### src/hw/rtl/fch_pkg.sv
// package: constants and the crc32c word-update matrix for the name hash
package fch_pkg;

  localparam int unsigned HASH_BITS_DEF   = 22;
  localparam int unsigned HASH_FIELD_BITS = 22;
  localparam int unsigned CRC_W           = 32;
  localparam int unsigned CHAR_W          = 8;

  localparam logic [CRC_W-1:0]  CRC_INIT  = 32'hFFFF_FFFF;
  localparam logic [CRC_W-1:0]  CRC_POLY  = 32'h82F6_3B78;
  localparam logic [CHAR_W-1:0] ASCII_MAX = 8'h7F;
  localparam logic [CHAR_W-1:0] UPPER_LO  = 8'h41;
  localparam logic [CHAR_W-1:0] UPPER_HI  = 8'h5A;
  localparam logic [CHAR_W-1:0] CASE_BIT  = 8'h20;

  typedef logic [CRC_W-1:0][CRC_W-1:0] crc_mat_t;

  // column j: effect of register bit j after 32 reflected shift steps
  function automatic crc_mat_t crc_cols();
    crc_mat_t m;
    logic [CRC_W-1:0] r;
    for (int j = 0; j < CRC_W; j++) begin
      r = CRC_W'(1) << j;
      for (int s = 0; s < CRC_W; s++) begin
        r = r[0] ? ((r >> 1) ^ CRC_POLY) : (r >> 1);
      end
      m[j] = r;
    end
    return m;
  endfunction

  localparam crc_mat_t CRC_MAT = crc_cols();

endpackage

### src/hw/rtl/fch_if.sv
// handshake channels: name characters in, hash results out
interface fch_in_if;
  import fch_pkg::*;
  logic              valid;
  logic              ready;
  logic [CHAR_W-1:0] char_code;
  logic              last;

  modport source (output valid, output char_code, output last, input ready);
  modport sink   (input valid, input char_code, input last, output ready);
endinterface

interface fch_out_if #(
  parameter int unsigned HASH_BITS = fch_pkg::HASH_BITS_DEF
);
  logic                 valid;
  logic                 ready;
  logic [HASH_BITS-1:0] name_hash;
  logic                 not_ascii;

  modport source (output valid, output name_hash, output not_ascii, input ready);
  modport sink   (input valid, input name_hash, input not_ascii, output ready);
endinterface

### src/hw/rtl/fch_crc_step.sv
// one character: case fold, then crc32c over its zero-extended 32-bit word
module fch_crc_step
  import fch_pkg::*;
(
  input  logic [CRC_W-1:0]  crc_in,
  input  logic [CHAR_W-1:0] char_code,
  output logic [CRC_W-1:0]  crc_out,
  output logic              high_char
);

  logic [CHAR_W-1:0] folded;
  logic [CRC_W-1:0]  mixed;

  // fold upper-case ascii to lower case
  always_comb begin
    folded = char_code;
    if (char_code >= UPPER_LO && char_code <= UPPER_HI) begin
      folded = char_code | CASE_BIT;
    end
  end

  assign high_char = (char_code > ASCII_MAX);
  assign mixed     = crc_in ^ {{(CRC_W-CHAR_W){1'b0}}, folded};

  // linear xor network: 32 shift steps folded into one matrix
  always_comb begin
    crc_out = '0;
    for (int j = 0; j < CRC_W; j++) begin
      if (mixed[j]) begin
        crc_out = crc_out ^ CRC_MAT[j];
      end
    end
  end

endmodule

### src/hw/rtl/filename_crc32c_hash.sv
// top level: streaming crc32c name hash with sticky non-ascii flag
//
//  channel   dir   payload                      transfer when
//  in_ch     in    char_code[7:0], last         valid && ready
//  out_ch    out   name_hash[HASH_BITS-1:0],    valid && ready
//                  not_ascii
//
// one character per cycle while the input is not stalled; the crc word update
// is a single xor layer between the crc state register and the result register.
// a result appears the cycle after its last character is taken.
// synchronous active-low reset: crc to all ones, sticky non-ascii state and out valid clear.
// input stalls only while an unread result sits in the output register.
module filename_crc32c_hash
  import fch_pkg::*;
#(
  parameter int unsigned HASH_BITS = HASH_BITS_DEF
) (
  input  logic      clk,
  input  logic      rst_n,
  fch_in_if.sink    in_ch,
  fch_out_if.source out_ch
);

  logic [CRC_W-1:0]     crc_r, crc_nxt;
  logic                 bad_r, bad_nxt;
  logic                 out_valid_r, out_valid_nxt;
  logic [HASH_BITS-1:0] hash_r, hash_nxt;
  logic                 flag_r, flag_nxt;

  logic [CRC_W-1:0]     crc_new;
  logic                 high_char;
  logic                 in_xfer;
  logic                 bad_new;

  fch_crc_step u_step (
    .crc_in    (crc_r),
    .char_code (in_ch.char_code),
    .crc_out   (crc_new),
    .high_char (high_char)
  );

  assign in_ch.ready = !out_valid_r || out_ch.ready;
  assign in_xfer     = in_ch.valid && in_ch.ready;
  assign bad_new     = bad_r || high_char;

  // state update and result capture
  always_comb begin
    crc_nxt       = crc_r;
    bad_nxt       = bad_r;
    out_valid_nxt = out_valid_r && !out_ch.ready;
    hash_nxt      = hash_r;
    flag_nxt      = flag_r;
    if (in_xfer) begin
      if (in_ch.last) begin
        crc_nxt       = CRC_INIT;
        bad_nxt       = 1'b0;
        out_valid_nxt = 1'b1;
        flag_nxt      = bad_new;
        for (int i = 0; i < HASH_BITS; i++) begin
          hash_nxt[i] = (i < HASH_FIELD_BITS) ? crc_new[i] : 1'b0;
        end
      end else begin
        crc_nxt = crc_new;
        bad_nxt = bad_new;
      end
    end
  end

  // control state
  always_ff @(posedge clk) begin
    if (!rst_n) begin
      crc_r       <= CRC_INIT;
      bad_r       <= 1'b0;
      out_valid_r <= 1'b0;
    end else begin
      crc_r       <= crc_nxt;
      bad_r       <= bad_nxt;
      out_valid_r <= out_valid_nxt;
    end
  end

  // result payload
  always_ff @(posedge clk) begin
    hash_r <= hash_nxt;
    flag_r <= flag_nxt;
  end

  assign out_ch.valid     = out_valid_r;
  assign out_ch.name_hash = hash_r;
  assign out_ch.not_ascii = flag_r;

endmodule

### src/flat_wrapper.sv
// flat-port wrapper written by rule: the top's interface ports become plain ports
module filename_crc32c_hash_flat import fch_pkg::*;
#(
  parameter int unsigned HASH_BITS = HASH_BITS_DEF
)
  (clk, rst_n, in_ch_valid, in_ch_char_code, in_ch_last, in_ch_ready, out_ch_valid, out_ch_name_hash, out_ch_not_ascii, out_ch_ready);
  fch_in_if in_ch_i ();
  fch_out_if #(.HASH_BITS(HASH_BITS)) out_ch_i ();
  input  logic clk;
  input  logic rst_n;
  input wire logic [$bits(in_ch_i.valid)-1:0] in_ch_valid;
  input wire logic [$bits(in_ch_i.char_code)-1:0] in_ch_char_code;
  input wire logic [$bits(in_ch_i.last)-1:0] in_ch_last;
  output wire logic [$bits(in_ch_i.ready)-1:0] in_ch_ready;
  output wire logic [$bits(out_ch_i.valid)-1:0] out_ch_valid;
  output wire logic [$bits(out_ch_i.name_hash)-1:0] out_ch_name_hash;
  output wire logic [$bits(out_ch_i.not_ascii)-1:0] out_ch_not_ascii;
  input wire logic [$bits(out_ch_i.ready)-1:0] out_ch_ready;
  assign in_ch_i.valid = in_ch_valid;
  assign in_ch_i.char_code = in_ch_char_code;
  assign in_ch_i.last = in_ch_last;
  assign in_ch_ready = in_ch_i.ready;
  assign out_ch_valid = out_ch_i.valid;
  assign out_ch_name_hash = out_ch_i.name_hash;
  assign out_ch_not_ascii = out_ch_i.not_ascii;
  assign out_ch_i.ready = out_ch_ready;
  filename_crc32c_hash #(.HASH_BITS(HASH_BITS)) u_core (.clk(clk), .rst_n(rst_n), .in_ch(in_ch_i), .out_ch(out_ch_i));
endmodule
### config.mk
export PLATFORM = sky130hd
export DESIGN_NAME = filename_crc32c_hash_flat
export DESIGN_NICKNAME = d
export VERILOG_FILES = /design/src/hw/rtl/fch_pkg.sv /design/src/hw/rtl/fch_if.sv /design/src/hw/rtl/fch_crc_step.sv /design/src/hw/rtl/filename_crc32c_hash.sv /design/src/flat_wrapper.sv
export SDC_FILE = /design/constraint.sdc
export NUM_CORES = 1
export LEC_CHECK = 0
export BUFFER_PORTS_ARGS = -buffer_cell sky130_fd_sc_hd__buf_4
export CORE_MARGIN = 1.5
export CORE_UTILIZATION = 61
export DETAILED_ROUTE_END_ITERATION = 10
export MAX_ROUTING_LAYER = met4
export PLACE_DENSITY = 0.81
export SYNTH_ARGS = -nofsm -noshare
export SYNTH_HDL_FRONTEND = slang
export SYNTH_SLANG_ARGS = --single-unit
### constraint.sdc
create_clock -name clk -period 2.89 [get_ports clk]
set_clock_uncertainty 0.05 [all_clocks]
set_input_delay 0.578 -clock clk [delete_from_list [all_inputs] [get_ports clk]]
set_output_delay 0.578 -clock clk [all_outputs]
set_load 0.01 [all_outputs]
==> results of run 1 <==
-- layer usage --
layer / part of all wire / vias up
li1: - / 1548
met1: 0.43 / 1567
met2: 0.48 / 133
met3: 0.069 / 27
met4: 0.022 / 0
met5: 0 / -
-- worst max-delay path, cell delays in order (launching register included) --
cell     delay [ns]
dfxtp_1        0.41
xnor2_1        0.51
xor2_1         0.40
xor2_1         0.21
xnor2_1        0.10
xnor2_1        0.38
xnor2_1        0.22
nor2_1         0.07
o21ai_0        0.17
-- placed cells by master (no fill, tap or decap), drive strengths merged, types with 7 or more instances in the layout --
master  instances
nor2           16
clkbuf         10
a21oi           7
buf            74
nand3          14
xor2           62
nand2          30
o21ai          15
or3             8
edfxtp         23
xnor2         198
dfxtp          34
-- sequential cells by signal, indices dropped and copies added (netlist names) --
register and cells:
u_core.crc_r 32, u_core.out_ch.name_hash 22, u_core.out_ch.valid 1, u_core.out_ch.not_ascii 1
u_core.bad_r 1
-- area by class of cell --
type                    count  area (um^2)  area share
multi-input cells         367         2960       0.566
flip-flops and latches     57         1370       0.262
repair buffers             74          556       0.106
clock buffers              10          128      0.0244
well taps                  99          124      0.0237
clock inverters             6         82.6      0.0158
inverters                   2         7.51     0.00144
-- path summary, 6_finish.rpt --
path / end / cells past startpoint / slack, ns / from
max reg2reg: u_core.crc_r[16]$_SDFFE_PN1P_ / 8 / 0.27 / u_core.crc_r[20]$_SDFFE_PN1P_
min: u_core.bad_r$_SDFFE_PN0P_ / 2 / 0.42 / u_core.bad_r$_SDFFE_PN0P_
max: u_core.crc_r[16]$_SDFFE_PN1P_ / 8 / 0.27 / u_core.crc_r[20]$_SDFFE_PN1P_
min reg2reg: u_core.bad_r$_SDFFE_PN0P_ / 2 / 0.42 / u_core.bad_r$_SDFFE_PN0P_
-- per-stage QoR --
stage / utilization / worst slack, ns / hold slack, ns
floorplan: - / 0.276 / 0.379
global placement: 0.699 / 0.105 / 0.389
detailed placement: 0.699 / 0.0325 / 0.404
CTS: 0.729 / 0.295 / 0.422
global route: 0.729 / 0.109 / 0.455
finish: 0.729 / 0.266 / 0.424
-- cells by family (layout without fill, tap and decap cells) --
group	after synthesis	count (layout)
simple gates	74	74
compound gates	31	31
xor+xnor	262	262
buf+inv	35	92
flops	57	57
==> results.py, run 1 <==
metrics = {
    "status": {
        "status": "complete, no violations",
    },
    "synth": {
        "syn-cell-area_um2": 4480,
        "synth-async-reset-ratio": 0,
        "syn-num-nets": 472,
        "synth_edf_count": 23,
        "synth_xor_area_frac": 0.543,
        "synthTopCellsByCount": "xnor2_1 (192), xor2_1 (59), dfxtp_1 (34), nand2_1 (29), edfxtp_1 (23)",
        "ys_types": 31,
        "synth_top_family_by_area": "XOR/XNOR gates",
        "yosysMostFrequentCell": "xnor2_1",
        "synthSimpleGateAreaFrac": 0.0745,
        "synthMuxAreaShare": 0,
        "synth_seq_cells": 57,
        "postSynthAreaPerCell_um2": 9.77,
        "ys_seq_area_frac": 0.306,
        "synth_fa_ha_area_frac": 0,
        "synth_area_leader_cell": "xnor2_1",
        "synth_compound_area_frac": 0.0427,
        "yosys-top-cells-area": "xnor2_1 (38%), edfxtp_1 (15%), dfxtp_1 (15%)",
        "synthFlopType": "dfxtp_1",
        "ys_warn_count": 0,
        "yosys.area.top_type_share": 0.375,
        "netlist_instances": 459,
    },
    "global_routing": {
        "grtUsageMet3": 0.0681,
        "grt_remaining_overflow": 0,
        "grt_pass1_wl_um": 18500,
        "antenna_found_initial": 0,
        "gr-usage-all-layers": 0.341,
        "grt_pass1_vias": 3268,
        "use_met1": 0.436,
        "grt_max_degree": 38,
        "top_usage_layer": "met2",
        "use_met2": 0.542,
    },
    "sta": {
        "worst-slew-pin-transition_ns": 0.747,
        "final_hold_viol_count": 0,
        "fin_crit_sh": 0.908,
        "min_period_ns": 2.62,
        "slew_headroom": 0.499,
        "fmax_ghz": 0.381,
        "finalSetupTns_ns": 0,
        "rsz0062_at_grt": "false",
        "drv_slew": 0,
        "setup_viol": 0,
    },
    "cts": {
        "numCtsBuffers": 9,
        "clock_latency_ns": 0.35,
        "clkSlewWorstSetupHoldPaths_ns": 0.08,
        "cts-root-buf": "clkbuf_8",
        "ctsHoldBuffers": 0,
        "h-tree-depth": 3,
        "post_cts_resize_count": 0,
        "tritoncts": "built",
        "max-clock-path-buffers": 2,
        "cts.sinks": 57,
        "postCtsSetupBuffers": 0,
    },
    "routing": {
        "first_iter_violations": 245,
        "vias": 3275,
        "route.detailed.drc": 0,
        "wirelength_um": 12200,
        "avgRoutedWirePerCell_um": 19.8,
        "firstDrtPassIters": 5,
        "route.antenna.remaining_nets": 0,
        "avgViaCountPerCell": 5.33,
    },
    "floorplan": {
        "num_rows": 31,
        "core-area_um2": 7180,
        "dieArea_um2": 7870,
        "die_height_um": 88.7,
        "die_x_um": 88.7,
        "start_util": 0.625,
        "io_pins": 38,
    },
    "finish": {
        "fin_cells": 615,
        "fillers": 546,
        "drive_above_1_share": 0.198,
        "n_antenna_cell": 0,
        "nets": 524,
        "layout-area-overhead-vs-synth_pct": 16.6,
        "final_area_um2": 5230,
    },
    "flow_run": {
        "drv_cap": 0,
    },
    "worst_hold_path": {
        "min_path_type": "register to register",
    },
    "place": {
        "numPortBuffers": 37,
        "dpl_cell_area_um2": 5020,
        "routabilityCongestion": 0.996,
        "hpwl_um": 9550,
        "dp.cells": 599,
    },
    "setup_path": {
        "crit_required_ns": 3.11,
        "start_kind": "register",
        "crit_arrival_ns": 2.84,
        "crit_path_end_kind": "register",
        "crit_fanout": 6,
        "criticalPathCategory": "register to register",
    },
}
Power of run 1 is not shown: default switching activity piles up to over one toggle a cycle in this logic, so the estimate is an artifact.
==> run 2: changes to the inputs <==
- CORE_UTILIZATION: 61 -> 35
- PLACE_DENSITY: 0.81 -> 0.51
==> run 2 against run 1 <==
Register-to-register slack improved by 0.06 ns. Critical endpoint is now u_core.crc_r[24]$_SDFFE_PN1P_. Highest routed layer unchanged. Via count fell by 4.5%. Maximum frequency rose by 2.3%. Die area rose by 71%. Critical path depth did not move.
==> results.py, run 2 (synthesis gave the netlist of run 1 again) <==
metrics = {
    "sta": {
        "worst-slew-pin-transition_ns": 0.695,
        "min_period_ns": 2.57,
        "rsz0062_at_grt": "false",
        "finalSetupTns_ns": 0,
        "hold_slack_ns": 0.409,
        "fin_ws_ns": 0.324,
        "setup_viol": 0,
        "fmax_ghz": 0.390,
        "fin_crit_sh": 0.888,
        "final_hold_viol_count": 0,
        "slew_headroom": 0.535,
        "drv_slew": 0,
    },
    "finish": {
        "largest_reg_flops": 32,
        "layout_common_cells": "xnor2_1 (192), buf_4 (76), xor2_1 (59), dfxtp_1 (34), nand2_1 (29)",
        "layout-area-overhead-vs-synth_pct": 21.0,
        "drive_above_1_share": 0.199,
        "fillers": 1232,
        "regMostFlops": "u_core.crc_r",
        "nets": 526,
        "layout_commonest_cell": "xnor2_1",
        "n_antenna_cell": 0,
    },
    "setup_path": {
        "crit_buf_inv": 0,
        "crit_fanout": 8,
        "path_cells": "xor2_1 -> xnor2_1 -> xor2_1 -> xnor2_1 -> xnor2_1 -> xnor2_1 -> nor2_1 -> o21ai_0",
        "cp_slowest_cell": "dfxtp_1",
        "slowest_delay_ns": 0.63,
        "crit_arrival_ns": 2.78,
        "reg2reg_slack_ns": 0.32,
        "rr_endpoint": "u_core.crc_r[24]$_SDFFE_PN1P_",
        "start_kind": "register",
        "reg2reg_from": "u_core.crc_r[23]$_SDFFE_PN1P_",
        "crit_required_ns": 3.10,
        "criticalPathCategory": "register to register",
        "crit_path_end_kind": "register",
        "crit_family": "XOR/XNOR gates",
        "crit_top_cell": "xnor2_1",
        "reg2regPathDepth": 8,
    },
    "routing": {
        "firstDrtPassIters": 4,
        "wirelength_um": 12500,
        "avgRoutedWirePerCell_um": 18.1,
        "route.detailed.drc": 0,
        "avgViaCountPerCell": 4.53,
        "first_iter_violations": 162,
        "vias": 3129,
        "route.antenna.remaining_nets": 0,
    },
    "cts": {
        "post_cts_resize_count": 0,
        "ctsHoldBuffers": 0,
        "clock_latency_ns": 0.33,
        "numCtsBuffers": 9,
        "tritoncts": "built",
        "postCtsSetupBuffers": 0,
        "h-tree-depth": 3,
        "cts.sinks": 57,
        "cts-root-buf": "clkbuf_16",
        "max-clock-path-buffers": 2,
        "clkSlewWorstSetupHoldPaths_ns": 0.05,
    },
    "global_routing": {
        "gr-usage-all-layers": 0.206,
        "grt_pass1_vias": 3222,
        "grt_pass1_wl_um": 19400,
        "grt_remaining_overflow": 0,
        "grt_max_degree": 38,
        "antenna_found_initial": 0,
    },
    "worst_hold_path": {
        "hold-path-endpoint": "u_core.bad_r$_SDFFE_PN0P_",
        "min_path_type": "register to register",
        "hold_depth": 2,
        "min_from": "u_core.bad_r$_SDFFE_PN0P_",
    },
    "floorplan": {
        "core-area_um2": 12600,
        "die_height_um": 116,
        "io_pins": 38,
        "num_rows": 41,
        "die_x_um": 116,
        "start_util": 0.357,
        "dieArea_um2": 13500,
    },
    "place": {
        "hpwl_um": 9930,
        "routabilityCongestion": 0.916,
        "numPortBuffers": 37,
        "dp_slack_ns": 0.0498,
    },
    "flow_run": {
        "drv_cap": 0,
    },
    "status": {
        "status": "complete, no violations",
    },
}
==> run 2: cell count changes in the layout (fill, tap and decap cells not counted) <==
cell | before | now
clkbuf_1 | 1 | 2
clkbuf_8 | 9 | 2
buf_4 | 74 | 76
clkinv_2 | 3 | 2
bufinv_16 | 2 | 1
clkinvlp_4 | 1 | 0
clkbuf_16 | 0 | 9
==> run 2: worst min-delay path, cell delays in order, from the launching register on <==
cell and delay [ns]:
dfxtp_1 0.32, a21oi_1 0.04, nor2_1 0.07
==> run 2: through the flow <==
step                      area (um^2)  cells   util
final                            5430    690  0.432
after global routing             5430    690  0.432
after CTS                        5430    690  0.432
after detailed placement         5120    674  0.408
after global placement           5120    674  0.408
after floorplan                  4480    459      -
==> run 2: worst max path at each step <==
stage / start / endpoint / slack, ns / depth (start not counted)
floorplan: in_ch_char_code[1] / u_core.crc_r[28]$_SDFFE_PN1P_ / 0.28 / 8
global placement: in_ch_char_code[4] / u_core.crc_r[31]$_SDFFE_PN1P_ / 0.06 / 9
detailed placement: in_ch_char_code[4] / u_core.crc_r[31]$_SDFFE_PN1P_ / 0.05 / 9
CTS: u_core.crc_r[23]$_SDFFE_PN1P_ / u_core.crc_r[25]$_SDFFE_PN1P_ / 0.36 / 8
global route: u_core.crc_r[23]$_SDFFE_PN1P_ / u_core.crc_r[24]$_SDFFE_PN1P_ / 0.17 / 8
finish: u_core.crc_r[23]$_SDFFE_PN1P_ / u_core.crc_r[24]$_SDFFE_PN1P_ / 0.32 / 8
==> run 2: cell type report <==
| type | count | area (um^2) | area share |
|---|---|---|---|
| Multi-Input combinational cell | 367 | 2960 | 0.546 |
| Inverter | 2 | 7.51 | 0.00138 |
| Timing Repair Buffer | 76 | 571 | 0.105 |
| Sequential cell | 57 | 1370 | 0.253 |
| Clock buffer | 13 | 260 | 0.0480 |
| Tap cell | 172 | 215 | 0.0397 |
| Clock inverter | 3 | 40.0 | 0.00738 |
==> run 2: layer usage <==
metal,share of wire,wire length (um),vias to the layer above,GRT usage
met5,0,0,-,-
met4,0.012,155,0,0.0496
met3,0.059,732,14,0.0389
met2,0.48,5990,80,0.334
met1,0.45,5580,1487,0.266
li1,-,-,1548,-
Power of run 2 is left out for the same reason.
